**src/rtl/pgbi_pkg.sv**
```systemverilog
// pgbi_pkg: shared types, widths and constants of the grid bilinear interpolator
// no dependencies
`timescale 1ns / 1ps

package pgbi_pkg;

    localparam int GRID_COLS_DEF = 24;
    localparam int GRID_ROWS_DEF = 24;

    localparam int COORD_W  = 18;
    localparam int ANG_W    = 18;
    localparam int ID_W     = 10;
    localparam int SIZE_W   = 14;
    localparam int IDX_IN_W = 5;

    localparam int NUM_W   = 22;
    localparam int PITCH_W = 16;
    localparam int DIFF_W  = 19;
    localparam int WGT_W   = 38;
    localparam int LO_W    = WGT_W / 2;
    localparam int MUL_W   = 20;
    localparam int PROD_W  = 2 * MUL_W;
    localparam int ACC_W   = 59;
    localparam int DIV_NW  = ACC_W - 1;
    localparam int DIV_DW  = WGT_W;

    localparam int MAX_RESET  = -64000;
    localparam int ANG_MAX    = 131071;
    localparam int ANG_MIN    = -131072;
    localparam int SIZE_RESET = 3328;
    localparam int GAP_RESET  = 64;

    typedef enum logic [0:0] {
        REG_TILE_SIZE = 1'b0,
        REG_TILE_GAP  = 1'b1
    } cfg_reg_t;

    typedef enum logic [1:0] {
        SEL_C = 2'd0,
        SEL_A = 2'd1,
        SEL_B = 2'd2,
        SEL_D = 2'd3
    } nbr_sel_t;

    typedef enum logic [3:0] {
        ST_IDLE,
        ST_DIVX,
        ST_WAITX,
        ST_DIVY,
        ST_WAITY,
        ST_READ,
        ST_CAPT,
        ST_WMUL,
        ST_WSTO,
        ST_AMUL,
        ST_AACC,
        ST_ADIV,
        ST_AWAIT,
        ST_DONE
    } state_t;

    typedef struct packed {
        logic                       valid;
        logic [ID_W-1:0]            id;
        logic signed [COORD_W-1:0]  x;
        logic signed [COORD_W-1:0]  y;
        logic signed [ANG_W-1:0]    th;
        logic signed [ANG_W-1:0]    ph;
    } tile_rec_t;

    typedef struct packed {
        logic clearing;
    } tbl_stat_t;

    typedef struct packed {
        logic busy;
        logic done;
    } div_stat_t;

    function automatic logic signed [ANG_W-1:0] sat_angle(input logic signed [ACC_W-1:0] v);
        logic signed [ANG_W-1:0] r;
        if (v > ANG_MAX)
        begin
            r = ANG_W'(ANG_MAX);
        end
        else if (v < ANG_MIN)
        begin
            r = ANG_W'(ANG_MIN);
        end
        else
        begin
            r = ANG_W'(v);
        end
        return r;
    endfunction

endpackage

```
**src/rtl/pgbi_divider.sv**
```systemverilog
// pgbi_divider: signed restoring divider, one quotient bit per cycle, truncating
// uses pgbi_pkg
`timescale 1ns / 1ps

module pgbi_divider
    import pgbi_pkg::*;
(
    input  logic                    clk,
    input  logic                    rst_n,
    input  logic                    start,
    input  logic signed [ACC_W-1:0] dividend,
    input  logic signed [DIV_DW:0]  divisor,
    output logic signed [ACC_W-1:0] quotient,
    output div_stat_t               stat
);

    localparam int CNT_W = $clog2(DIV_NW + 1);

    logic              busy_reg;
    logic              busy_next;
    logic              done_reg;
    logic              done_next;
    logic [CNT_W-1:0]  cnt_reg;
    logic [CNT_W-1:0]  cnt_next;
    logic [DIV_NW-1:0] num_reg;
    logic [DIV_NW-1:0] num_next;
    logic [DIV_DW-1:0] den_reg;
    logic [DIV_DW-1:0] den_next;
    logic [DIV_DW-1:0] rem_reg;
    logic [DIV_DW-1:0] rem_next;
    logic              neg_reg;
    logic              neg_next;

    logic signed [ACC_W-1:0]  abs_n;
    logic signed [DIV_DW:0]   abs_d;
    logic [DIV_DW:0]          trial;
    logic                     ge;

    always_comb
    begin
        abs_n     = dividend[ACC_W-1] ? -dividend : dividend;
        abs_d     = divisor[DIV_DW] ? -divisor : divisor;
        trial     = {rem_reg, num_reg[DIV_NW-1]};
        ge        = trial >= {1'b0, den_reg};
        busy_next = busy_reg;
        done_next = 1'b0;
        cnt_next  = cnt_reg;
        num_next  = num_reg;
        den_next  = den_reg;
        rem_next  = rem_reg;
        neg_next  = neg_reg;
        if (start && !busy_reg)
        begin
            busy_next = 1'b1;
            cnt_next  = '0;
            num_next  = abs_n[DIV_NW-1:0];
            den_next  = abs_d[DIV_DW-1:0];
            rem_next  = '0;
            neg_next  = dividend[ACC_W-1] ^ divisor[DIV_DW];
        end
        else if (busy_reg)
        begin
            rem_next = ge ? DIV_DW'(trial - {1'b0, den_reg}) : trial[DIV_DW-1:0];
            num_next = {num_reg[DIV_NW-2:0], ge};
            cnt_next = cnt_reg + 1'b1;
            if (cnt_reg == CNT_W'(DIV_NW - 1))
            begin
                busy_next = 1'b0;
                done_next = 1'b1;
            end
        end
    end

    always_ff @(posedge clk or negedge rst_n)
    begin
        if (!rst_n)
        begin
            busy_reg <= 1'b0;
            done_reg <= 1'b0;
            cnt_reg  <= '0;
        end
        else
        begin
            busy_reg <= busy_next;
            done_reg <= done_next;
            cnt_reg  <= cnt_next;
        end
    end

    always_ff @(posedge clk)
    begin
        num_reg <= num_next;
        den_reg <= den_next;
        rem_reg <= rem_next;
        neg_reg <= neg_next;
    end

    assign quotient  = neg_reg ? -$signed({1'b0, num_reg}) : $signed({1'b0, num_reg});
    assign stat.busy = busy_reg;
    assign stat.done = done_reg;

endmodule

```
**config.mk**
```make
export PLATFORM = sky130hd
export DESIGN_NAME = pgbi_divider
export DESIGN_NICKNAME = d
export VERILOG_FILES = /design/src/rtl/pgbi_pkg.sv /design/src/rtl/pgbi_divider.sv
export SDC_FILE = /design/constraint.sdc
export NUM_CORES = 1
export LEC_CHECK = 0
export BUFFER_PORTS_ARGS = -buffer_cell sky130_fd_sc_hd__buf_2
export CAP_MARGIN = 5
export CELL_PAD_IN_SITES_DETAIL_PLACEMENT = 0
export CELL_PAD_IN_SITES_GLOBAL_PLACEMENT = 1
export CORE_MARGIN = 1.5
export CORE_UTILIZATION = 30
export CTS_CLUSTER_SIZE = 10
export DETAILED_ROUTE_END_ITERATION = 10
export GPL_ROUTABILITY_DRIVEN = 0
export PLACE_DENSITY_LB_ADDON = 0.2
export SLEW_MARGIN = 0
export SYNTH_ARGS = -nofsm -noshare
export SYNTH_HDL_FRONTEND = slang
export SYNTH_SLANG_ARGS = --single-unit
```
**constraint.sdc**
```tcl
create_clock -name clk -period 8.9 [get_ports clk]
set_clock_uncertainty 0.15 [all_clocks]
set_input_delay 0.89 -clock clk [delete_from_list [all_inputs] [get_ports clk]]
set_output_delay 0.89 -clock clk [all_outputs]
set_load 0.02 [all_outputs]
```
After elaboration in Yosys (flattened, before gate mapping)
Cells that the tools add are included.
{ "op_classes": {"n_addsub": 5, "n_lt_le_gt_ge": 1, "eq_ne": 1, "mux": 14, "n_bitwise": 1, "reduce_logical": 3} }
{ "ops": {"columns": ["cell", "n"], "rows": [
  ["58-bit 2-to-1 mux", 3],
  ["38-bit 2-to-1 mux", 2],
  ["59-bit 2-to-1 mux", 1],
  ["58-bit negator with 59-bit output", 1],
  ["58-bit negator", 1],
  ["39-bit by 38-bit greater-or-equal comparator with 1-bit output", 1],
  ["38-bit negator", 1],
  ["38-bit subtractor", 1],
  ["6-bit 2-to-1 mux", 2],
  ["6-bit by 1-bit adder with 6-bit output, second input constant", 1],
  ["6-bit == test, second input constant", 1],
  ["1-bit 2-to-1 mux", 6],
  ["2-bit nonzero test", 1],
  ["1-bit logical AND", 1],
  ["1-bit zero test", 1],
  ["1-bit XOR", 1]
]} }
{ "word_totals": {"register_bits": 143, "inputBits": 101, "output_inout_bits": 61, "word_cells": 32} }

Logic depth before layout (Yosys ltp)
Gate-level depths: netlist (run 1).
{ "depth": {"ltp_word": 4, "mapped_depth": 14, "depth_no_buf": 13} }

Worst setup path after synthesis (run 1)
OpenSTA, ideal clock, no wires.
{ "synth_path": {"path_type": "register to output", "from": "register num_reg[31]", "to": "output port quotient[56]", "t_arrival_ns": 3.496, "required_ns": 7.860, "path_slack_ns": 4.364, "stages_incl_launch_ff": 10, "path_buffers": 0, "cell_sequence": "edfxtp_1 -> or4_4 -> nor4_4 -> or4b_1 -> or3_4 -> or2_4 -> or4_4 -> or3_4 -> o41ai_2 -> xnor2_1"} }
{ "synth_via": {"elab_chain_cells": 2} }
{ "synth_lines": {"columns": ["item", "line", "text"], "rows": [
  ["from (decl)", "pgbi_divider.sv:25", "logic [DIV_NW-1:0] num_reg;"],
  ["from (signal assigned)", "pgbi_divider.sv:92", "num_reg <= num_next;"],
  ["58-bit negator with 59-bit output", "pgbi_divider.sv:98", "assign quotient = neg_reg ? -$signed({1'b0, num_reg}) : $signed({1'b0, num_reg});"],
  ["59-bit 2-to-1 mux", "pgbi_divider.sv:98", null],
  ["to (decl)", "pgbi_divider.sv:13", "output logic signed [ACC_W-1:0] quotient,"]
]} }
No other way between the ends.

Worst setup path in the final report (run 1)
{ "layout_path": {"from": "register num_reg[2]", "to": "output port quotient[55]"} }
Same word-level chain as after synthesis.

==> metrics.md, run 1 <==
| Metric | Value |
|---|---|
| Final worst-path setup slack | `around 3.6 ns` |
| CTS tree | `built` |
| CTS max path bufs | `2` |
| Clk pin slew, worst setup/hold paths | `0.06 ns` |
| Worst-path cell chain | `or3_1, nor4_1, nand4_1, or3_2, or4_1, or3_1, o31ai_1, xnor2_1, buf_2` |
| R2r worst-path depth | `13` |
| Max_slew headroom | `0.281` |
| Worst Path Max Fanout | `7` |
| Setup TNS | `0 ns` |
| Antenna violations before repair | `0` |
| Vias | `between 9000 and 10000` |
| Critical path depth | `9` |
| Final period util | `0.590` |
| WP buf/inv | `1` |
| CP endpoint kind | `primary output` |
| Synth warn | `0` |
| Die Y-Extent | `just under 200 um` |
| Number of placement rows | `69` |
| Max reg flops | `slightly below 60` |
| Initial Utilization | `0.305` |
| Largest cells by area after synthesis | `edfxtp_1 (27%), xnor2_1 (9.5%), dfxtp_1 (7.0%), o21ai_0 (6.4%), xor2_1 (5.4%)` |
| Actual slew at the worst max-slew pin | `between 1 and 1.5 ns` |
| Grt ovf | `0` |
| Worst hold path type | `in2async` |
| CP delay by family, top | `simple AND/OR/NAND/NOR gates` |
| Number of synthesized register bits | `roughly 140` |
| # IOs | `162` |
| Mean Syn Cell Area | `approximately 9 um2` |
| Fraction of registers with async set/reset | `0.0559` |
| Most instantiated library cell after synthesis | `nand2_1` |
| CP Data Arrival Time | `4.21 ns` |
| Post-synth EDFFs | `97` |
| Critical Path Start Type | `flip-flop` |
| Ant. Diodes | `0` |
| Wire per inst | `around 17 um` |
| Status | `finished clean` |
| Post-synth top area cell | `edfxtp_1` |
| Post-Synthesis Cells | `1219` |
| Clk_lat worst skew | `0.43 ns` |
| Final hold vios | `0` |
| Routed wire length | `roughly 30000 um` |
| Max Fclk | `190 MHz` |
| Pwr/cell area | `325 mW/mm2` |
| TritonRoute pass-1 iters | `5` |
| Register area share after synthesis | `0.357` |
| Post-synth top area share | `0.268` |
| Ratio of cells with drive above 1 in the final layout | `0.173` |
| Clk sinks | `approximately 140` |
| Syn_nets | `1364` |
| Required time worst endpoint | `7.86 ns` |
| Post-CTS setup buffer count | `0` |
| Total GRT Usage | `0.162` |
| Vias in the first global route | `between 8000 and 9000` |
| Largest stage delay on the critical path | `between 0.5 and 0.6 ns` |
| Dpl hpwl | `between 20000 and 25000 um` |
| MaxCap Viol Count | `0` |
| First-pass GRT wire length | `a little under 50000 um` |
| Die width | `about 190 um` |
| Peak VDD IR | `125 uV` |
| Clock root buffer | `clkbuf_16` |
| Setup-failing EPs final | `0` |
| RSZ-0062 raised after global routing | `false` |
| Period minus WS final | `around 5.3 ns` |
| Synth top cells by count | `nand2_1 (145), o21ai_0 (139), xnor2_1 (118), edfxtp_1 (97), xor2_1 (67)` |
| Number of remaining DRC errors | `0` |
| Antenna-violating nets left | `0` |
| Cell mode on critical path | `or3_1` |
| Drt first-iter violations | `around 400` |
| CTS-repair resized insts | `0` |
| Critical path class | `reg2out` |
| CTS buffer count | `17` |
| Post-synth top flop | `edfxtp_1` |
| Port bufs | `161` |
| CTS Hold Bufs | `0` |
| Synth cell types | `61` |
| Largest net degree at the start of global routing | `between 100 and 150` |
| Core region area | `about 0.036 mm2` |
| H-Tree Depth | `4` |
| Vias per cell | `between 5 and 6` |
| Synth Cell Area | `between 0.01 and 0.015 mm2` |
| Pins Over Slew Limit | `0` |
| Leak Pwr | `5.14 nW` |
| Die area | `between 0.03 and 0.04 mm2` |
| CP max-delay cell | `or3_2` |
| Final #Nets | `1483` |
| Place WS | `4.02 ns` |
| Synth-to-Final Area Change | `16.3%` |
[layout make-up]
cell class | count | area, um2
timing repair buffer | 167 | 851
inverter | 59 | 221
clock inverter | 11 | 141
fill | 3747 | 22900
multi-input combinational | 950 | 6520
sequential | 143 | 3870
tap | 461 | 577
clock buffer | 21 | 440
[per-stage QoR]
stage	cell area (um2)	power [mW]	utilization	std cells	hold slack (ns)
2_1_floorplan	10900	2.81	-	1219	0.300
3_3_place_gp	12000	3.39	0.338	1780	0.323
3_5_place_dp	12000	3.39	0.338	1780	0.332
4_1_cts	12600	4.14	0.355	1812	0.126
5_1_grt	12600	4.43	0.355	1812	0.140
6_report	12600	4.10	0.355	1812	0.148
[kinds of logic (layout without fill, tap and decap cells)]
kind of cell / Yosys count / after routing / synth area share
muxes: 27 / 27 / 0.0266
adders and majority gates: 44 / 44 / 0.0514
buffers and inverters: 126 / 258 / 0.0450
DFF: 143 / 143 / 0.357
xor gates and xnor gates: 185 / 185 / 0.149
and+or+nand+nor: 345 / 345 / 0.161
AOI/OAI and AO/OA: 349 / 349 / 0.209
[power by group]
group	switching, mW	internal [mW]	total (mW)
sequential	0.274	1.04	1.32
combinational	1.16	0.894	2.06
clock	0.287	0.439	0.726
total	1.72	2.38	4.10
[worst paths after layout]
| check | start | endpoint | slack [ns] |
|---|---|---|---|
| max reg2reg | num_reg[57]$_DFFE_PP_ | rem_reg[34]$_SDFFE_PP0P_ | 4.99 |
| min | rst_n | done_reg$_DFF_PN0_ | 0.15 |
| max | num_reg[2]$_DFFE_PP_ | quotient[55] | 3.65 |
| min in group clk | rem_reg[21]$_SDFFE_PP0P_ | rem_reg[21]$_SDFFE_PP0P_ | 0.34 |
| min reg2reg | rem_reg[21]$_SDFFE_PP0P_ | rem_reg[21]$_SDFFE_PP0P_ | 0.34 |
| max in group asynchronous | rst_n | cnt_reg[4]$_DFFE_PN0P_ | 8.28 |
[placed cells by master, fill, tap and decap left out, types with 15 or more instances in the layout]
cell type	n
a21oi_1	40
a22o_1	17
edfxtp_1	97
nand3_1	20
buf_2	161
inv_1	57
or4_1	22
o21ai_0	139
ha_1	43
xor2_1	67
or3_1	21
dfxtp_1	38
mux2_2	15
nor2_1	39
o31ai_1	45
o41ai_1	27
a21o_1	26
nand2_1	144
nand4_1	16
nand2b_1	19
xnor2_1	118
a32oi_1	15
clkbuf_16	17
[per-layer routing]
layer	up-vias	share of wire	global-route usage	wire, um
met1	4243	0.49	0.219	14900
met4	0	0.011	0.0422	337
li1	4696	-	-	-
met5	-	0	0	0
met3	17	0.038	0.0314	1150
met2	182	0.46	0.263	13900
Note: power is estimated with default switching activity, not from simulation.
==> run 2: changes to the inputs <==
Clock period 8.9 ns to 4.77 ns, I/O delays scaled along.
==> run 2 against run 1 <==
  * The flow now finishes with violations (setup timing)
  * Critical path depth grew 1
  * Worst hold slack lost 0.025 ns
  * Combinational power grew 89%
  * Sequential power grew 86%
  * Via count grew 1.6%
  * Register-to-register slack lost 3.9 ns
  * Setup slack lost 3.7 ns
  * Largest power group unchanged
==> metrics.md, run 2 (same netlist as run 1, synthesis figures left out) <==
| Metric | Value |
|---|---|
| Actual slew at the worst max-slew pin | `1.11 ns` |
| Dpl hpwl | `23400 um` |
| CP endpoint kind | `primary output` |
| Most common cell after layout, fill and taps aside | `buf_2` |
| Die width | `193 um` |
| Antenna-violating nets left | `0` |
| Peak VDD IR | `around 260 uV` |
| R2r worst-path depth | `12` |
| Max Fclk | `209 MHz` |
| Pwr/cell area | `604 mW/mm2` |
| Wire per inst | `16.8 um` |
| Vias in the first global route | `around 9200` |
| Max_slew headroom | `0.260` |
| TritonRoute pass-1 iters | `5` |
| Synth-to-Final Area Change | `18.0%` |
| Number of remaining DRC errors | `0` |
| RSZ-0062 raised after global routing | `true` |
| Clk sinks | `about 140` |
| Min-delay src | `divisor[0]` |
| Grt ovf | `0` |
| Capturing point of the worst reg2reg path | `rem_reg[37]$_SDFFE_PP0P_` |
| CTS max path bufs | `2` |
| First-pass GRT wire length | `49600 um` |
| Max reg flops | `58` |
| Required time worst endpoint | `roughly 4.1 ns` |
| Period minus WS final | `4.78 ns` |
| Worst hold path type | `in2reg` |
| Final #Nets | `1498` |
| R2r setup slk | `1.10 ns` |
| Core region area | `~0.036 mm2` |
| Final worst-path setup slack | `-0.0122 ns` |
| Routed wire length | `30800 um` |
| Worst hold margin | `0.123 ns` |
| Pins Over Slew Limit | `0` |
| Final hold vios | `0` |
| Core Util, Final | `0.360` |
| H-Tree Depth | `4` |
| Clk pin slew, worst setup/hold paths | `approximately 0.06 ns` |
| CTS tree | `built` |
| CP Data Arrival Time | `4.16 ns` |
| Critical path class | `reg2out` |
| Ratio of cells with drive above 1 in the final layout | `0.186` |
| Critical Path Start Type | `flip-flop` |
| Final period util | `1.00` |
| # IOs | `162` |
| Seq. cell area | `roughly 0.0039 mm2` |
| Vias per cell | `5.08` |
| Antenna violations before repair | `0` |
| Multi-input logic area | `0.00655 mm2` |
| MaxCap Viol Count | `0` |
| Commonest cells after routing, fill and taps aside | `buf_2 (159), nand2_1 (144), o21ai_0 (137)` |
| Status | `finished, violations left` |
| Worst Path Max Fanout | `4` |
| Die Y-Extent | `193 um` |
| Port bufs | `161` |
| Largest net degree at the start of global routing | `74` |
| CTS buffer count | `17` |
| Vias | `9283` |
| Drt first-iter violations | `394` |
| Initial Utilization | `0.305` |
| Leak Pwr | `5.23 nW` |
| Reg-to-reg critical path startpoint | `den_reg[3]$_DFFE_PP_` |
| Total GRT Usage | `0.164` |
| Clock root buffer | `clkbuf_16` |
| Clk_lat worst skew | `between 0.4 and 0.5 ns` |
| Setup TNS | `-0.0122 ns` |
| Setup-failing EPs final | `1` |
| Die area | `approximately 0.037 mm2` |
| Cells on Worst Hold Path | `1` |
| Fill cells | `3732` |
| Number of placement rows | `69` |
| Endpoint, Worst Hold | `den_reg[0]$_DFFE_PP_` |
| Failing checks | `setup timing` |
==> run 2: cell types whose count changed in the layout (fill, tap and decap cells not counted), sizes merged <==
cell,previous run,this run
dlygate4sd3,0,1
bufinv,3,2
diode,0,1
inv,58,59
clkinv,8,6
buf,167,181
clkbuf,21,23
==> run 2: worst max-delay path by stage <==
| stage | depth (start not counted) | from | end | slack, ns |
|---|---|---|---|---|
| after floorplan | 9 | num_reg[31]$_DFFE_PP_ | quotient[56] | 0.65 |
| after global placement | 9 | num_reg[30]$_DFFE_PP_ | quotient[55] | 0.43 |
| after detailed placement | 10 | num_reg[30]$_DFFE_PP_ | quotient[56] | 0.40 |
| after CTS | 10 | num_reg[31]$_DFFE_PP_ | quotient[56] | -0.007 |
| after global routing | 10 | num_reg[31]$_DFFE_PP_ | quotient[56] | -0.13 |
| final | 10 | num_reg[31]$_DFFE_PP_ | quotient[56] | -0.01 |
==> run 2: area by class of cell <==
class                           count  area share
Antenna cell                        1    0.000195
Clock buffer                       23      0.0381
Clock inverter                      9     0.00831
Inverter                           59      0.0173
Multi-Input combinational cell    950       0.511
Sequential cell                   143       0.303
Tap cell                          461      0.0450
Timing Repair Buffer              182      0.0774
==> run 2: worst max-delay path, cell delays in order (launching register included) <==
cell and delay, ns:
edfxtp_1 0.39, or4_4 0.59, nor4_4 0.17, or4b_4 0.50, or3_4 0.39, or2_4 0.26
or4_4 0.46, or3_4 0.39, o41ai_4 0.25, xnor2_1 0.16, buf_4 0.16
==> run 2: report_power, final <==
group          internal, mW  switching (mW)
combinational          1.72            2.18
sequential             1.94           0.515
clock                 0.825           0.548
==> run 2: what timing repair did <==
action | CTS | global route
hold buffers | 1 | 0
hold endpoints to repair | 8 | 0
gates resized for setup | 4 | 5
buffers inserted | 3 | 1
endpoints found under the setup margin | 4 | 4
==> run 2: routing by layer <==
metal,share of wire,GRT usage
met4,0.016,0.0419
met5,0,0
met2,0.46,0.271
met1,0.49,0.218
met3,0.036,0.0305
==> run 2: stage by stage <==
stage / instance area [um2] / std cells / setup slack (ns) / total power [mW]
2_1_floorplan: 10900 / 1219 / 0.647 / 5.24
3_3_place_gp: 12100 / 1789 / 0.427 / 6.34
3_5_place_dp: 12100 / 1789 / 0.404 / 6.35
4_1_cts: 12800 / 1825 / -0.00674 / 7.79
5_1_grt: 12800 / 1827 / -0.130 / 8.33
6_report: 12800 / 1828 / -0.0122 / 7.73
==> run 3: changes to the inputs <==
Settings changed: PLACE_DENSITY_LB_ADDON 0.2 to 0.1.
==> run 3 against run 2 <==
  * The flow now finishes without violations
  * Final area shrank 0.27%
  * First-iteration DRC count grew 0.25%
  * Count of clock-buffer cells in the layout shrank 6
  * Total power grew 1.0%
  * Fmax grew 0.38%
  * Die area is the same
  * Critical endpoint unchanged
==> metrics.md, run 3 (same netlist as run 1, synthesis figures left out) <==
| Metric | Value |
|---|---|
| Final worst-path setup slack | `0.00617 ns` |
| Period minus WS final | `between 4 and 5 ns` |
| # IOs | `around 160` |
| Initial Utilization | `0.305` |
| First-pass GRT wire length | `49900 um` |
| Die area | `about 0.037 mm2` |
| Place WS | `0.410 ns` |
| Clock root buffer | `clkbuf_16` |
| Antenna violations before repair | `0` |
| Ratio of cells with drive above 1 in the final layout | `0.184` |
| Ant. Diodes | `0` |
| Synth-to-Final Area Change | `17.6%` |
| Pwr/cell area | `612 mW/mm2` |
| Peak VDD IR | `274 uV` |
| Required time worst endpoint | `4.14 ns` |
| Max Fclk | `210 MHz` |
| Actual slew at the worst max-slew pin | `~1.1 ns` |
| Worst Path Max Fanout | `4` |
| Total GRT Usage | `0.166` |
| Most common cell after layout, fill and taps aside | `buf_2` |
| MaxCap Viol Count | `0` |
| Dpl hpwl | `23300 um` |
| Critical path class | `reg2out` |
| Critical Path Start Type | `flip-flop` |
| Leak Pwr | `5.21 nW` |
| RSZ-0062 raised after global routing | `true` |
| Commonest cells after routing, fill and taps aside | `buf_2 (159), nand2_1 (144), o21ai_0 (137)` |
| Grt peak-use layer | `met2` |
| Number of remaining DRC errors | `0` |
| Vias | `9170` |
| Die Y-Extent | `a little under 200 um` |
| Core Util, Final | `0.359` |
| Met2 usage | `0.269` |
| Final #Nets | `1495` |
| H-Tree Depth | `4` |
| TritonRoute pass-1 iters | `5` |
| CTS max path bufs | `2` |
| Clk sinks | `around 140` |
| Met3 Use GR | `0.0284` |
| Final period util | `0.999` |
| CTS tree | `built` |
| Pins Over Slew Limit | `0` |
| CP Data Arrival Time | `approximately 4.1 ns` |
| Placed Area | `0.0121 mm2` |
| Worst-path cell chain | `or4_4, nor4_4, or4b_4, or3_4, or2_4, or4_4, or3_4, o41ai_4, xnor2_1, buf_4` |
| Grt ovf | `0` |
| Vias in the first global route | `9044` |
| Setup-failing EPs final | `0` |
| Clk pin slew, worst setup/hold paths | `approximately 0.060 ns` |
| CTS buffer count | `17` |
| Drt first-iter violations | `395` |
| Status | `finished clean` |
| Number of placement rows | `69` |
| Clk_lat worst skew | `0.43 ns` |
| Vias per cell | `5.03` |
| Antenna-violating nets left | `0` |
| Max_slew headroom | `0.260` |
| CP max-delay cell | `or4_4` |
| Worst hold path type | `in2reg` |
| Die width | `193 um` |
| CP endpoint kind | `primary output` |
| Worst hold margin | `between 0.15 and 0.2 ns` |
| Design area | `0.0128 mm2` |
| Largest net degree at the start of global routing | `118` |
| Wire per inst | `roughly 17 um` |
| Final hold vios | `0` |
| Core region area | `around 0.036 mm2` |
| Met1 Track Usage GR | `0.231` |
| Routed wire length | `between 30000 and 40000 um` |
| Max reg flops | `58` |
| Port bufs | `161` |
| Largest stage delay on the critical path | `~0.6 ns` |
-- run 3: cell types whose count changed in the layout (fill, tap and decap cells not counted), moves of 2 or more --
cell,change
clkbuf_1,-2
clkinv_2,+2
bufinv_16,+2
clkbuf_8,-4
buf_4,-2
clkinv_1,+2
-- run 3: worst paths after layout --
kind	start	endpoint	slack, ns	cells past startpoint
hold / removal	divisor[0]	den_reg[0]$_DFFE_PP_	0.15	1
min in group asynchronous	rst_n	done_reg$_DFF_PN0_	0.28	2
max in group asynchronous	rst_n	cnt_reg[3]$_DFFE_PN0P_	4.01	2
setup reg to reg	den_reg[3]$_DFFE_PP_	rem_reg[0]$_SDFFE_PP0P_	1.09	12
hold reg to reg	cnt_reg[5]$_DFFE_PN0P_	cnt_reg[5]$_DFFE_PN0P_	0.34	1
setup / recovery	num_reg[31]$_DFFE_PP_	quotient[56]	0.006	10
-- run 3: worst max-delay path, delay by kind of cell (launching register included) --
family	cells	cell delay [ns]
AND/OR/NAND/NOR	7	2.77
flip-flops	1	0.41
AO/OA/AOI/OAI	1	0.22
buffers and inverters	1	0.16
XOR/XNOR	1	0.15
-- run 3: power breakdown --
group / total, mW / internal [mW] / leakage, nW / switching, mW
Clock: 1.43 / 0.863 / 0.288 / 0.562
Combinational: 3.92 / 1.72 / 3.55 / 2.20
Sequential: 2.47 / 1.94 / 1.38 / 0.524
Total: 7.81 / 4.53 / 5.21 / 3.28
-- run 3: layer usage --
metal	wire length (um)	up-vias
met4	286	0
met1	15500	4253
met2	14200	183
met3	1100	15
met5	0	-
li1	-	4719
-- run 3: cell type report --
class / count / area [um2]
clock inverter: 14 / 174
clock buffer: 17 / 425
sequential: 143 / 3870
multi-input combinational: 950 / 6550
inverter: 59 / 221
tap: 461 / 577
timing repair buffer: 179 / 948
fill: 3811 / 22800
-- run 3: through the flow --
stage                     TNS [ns]  instances  power [mW]
after floorplan                  0       1219        5.24
after detailed placement         0       1785        6.35
after global placement           0       1785        6.36
final                            0       1823        7.81
after CTS                        0       1820        7.85
after global routing        -0.283       1823        8.44
-- run 3: timing repair --
item | CTS | global route
resized for setup | 2 | 8
hold endpoints to repair | 8 | 0
hold buffers | 1 | 0
gates cloned | 0 | 0
setup buffers | 3 | 3
setup endpoints to repair | 4 | 4
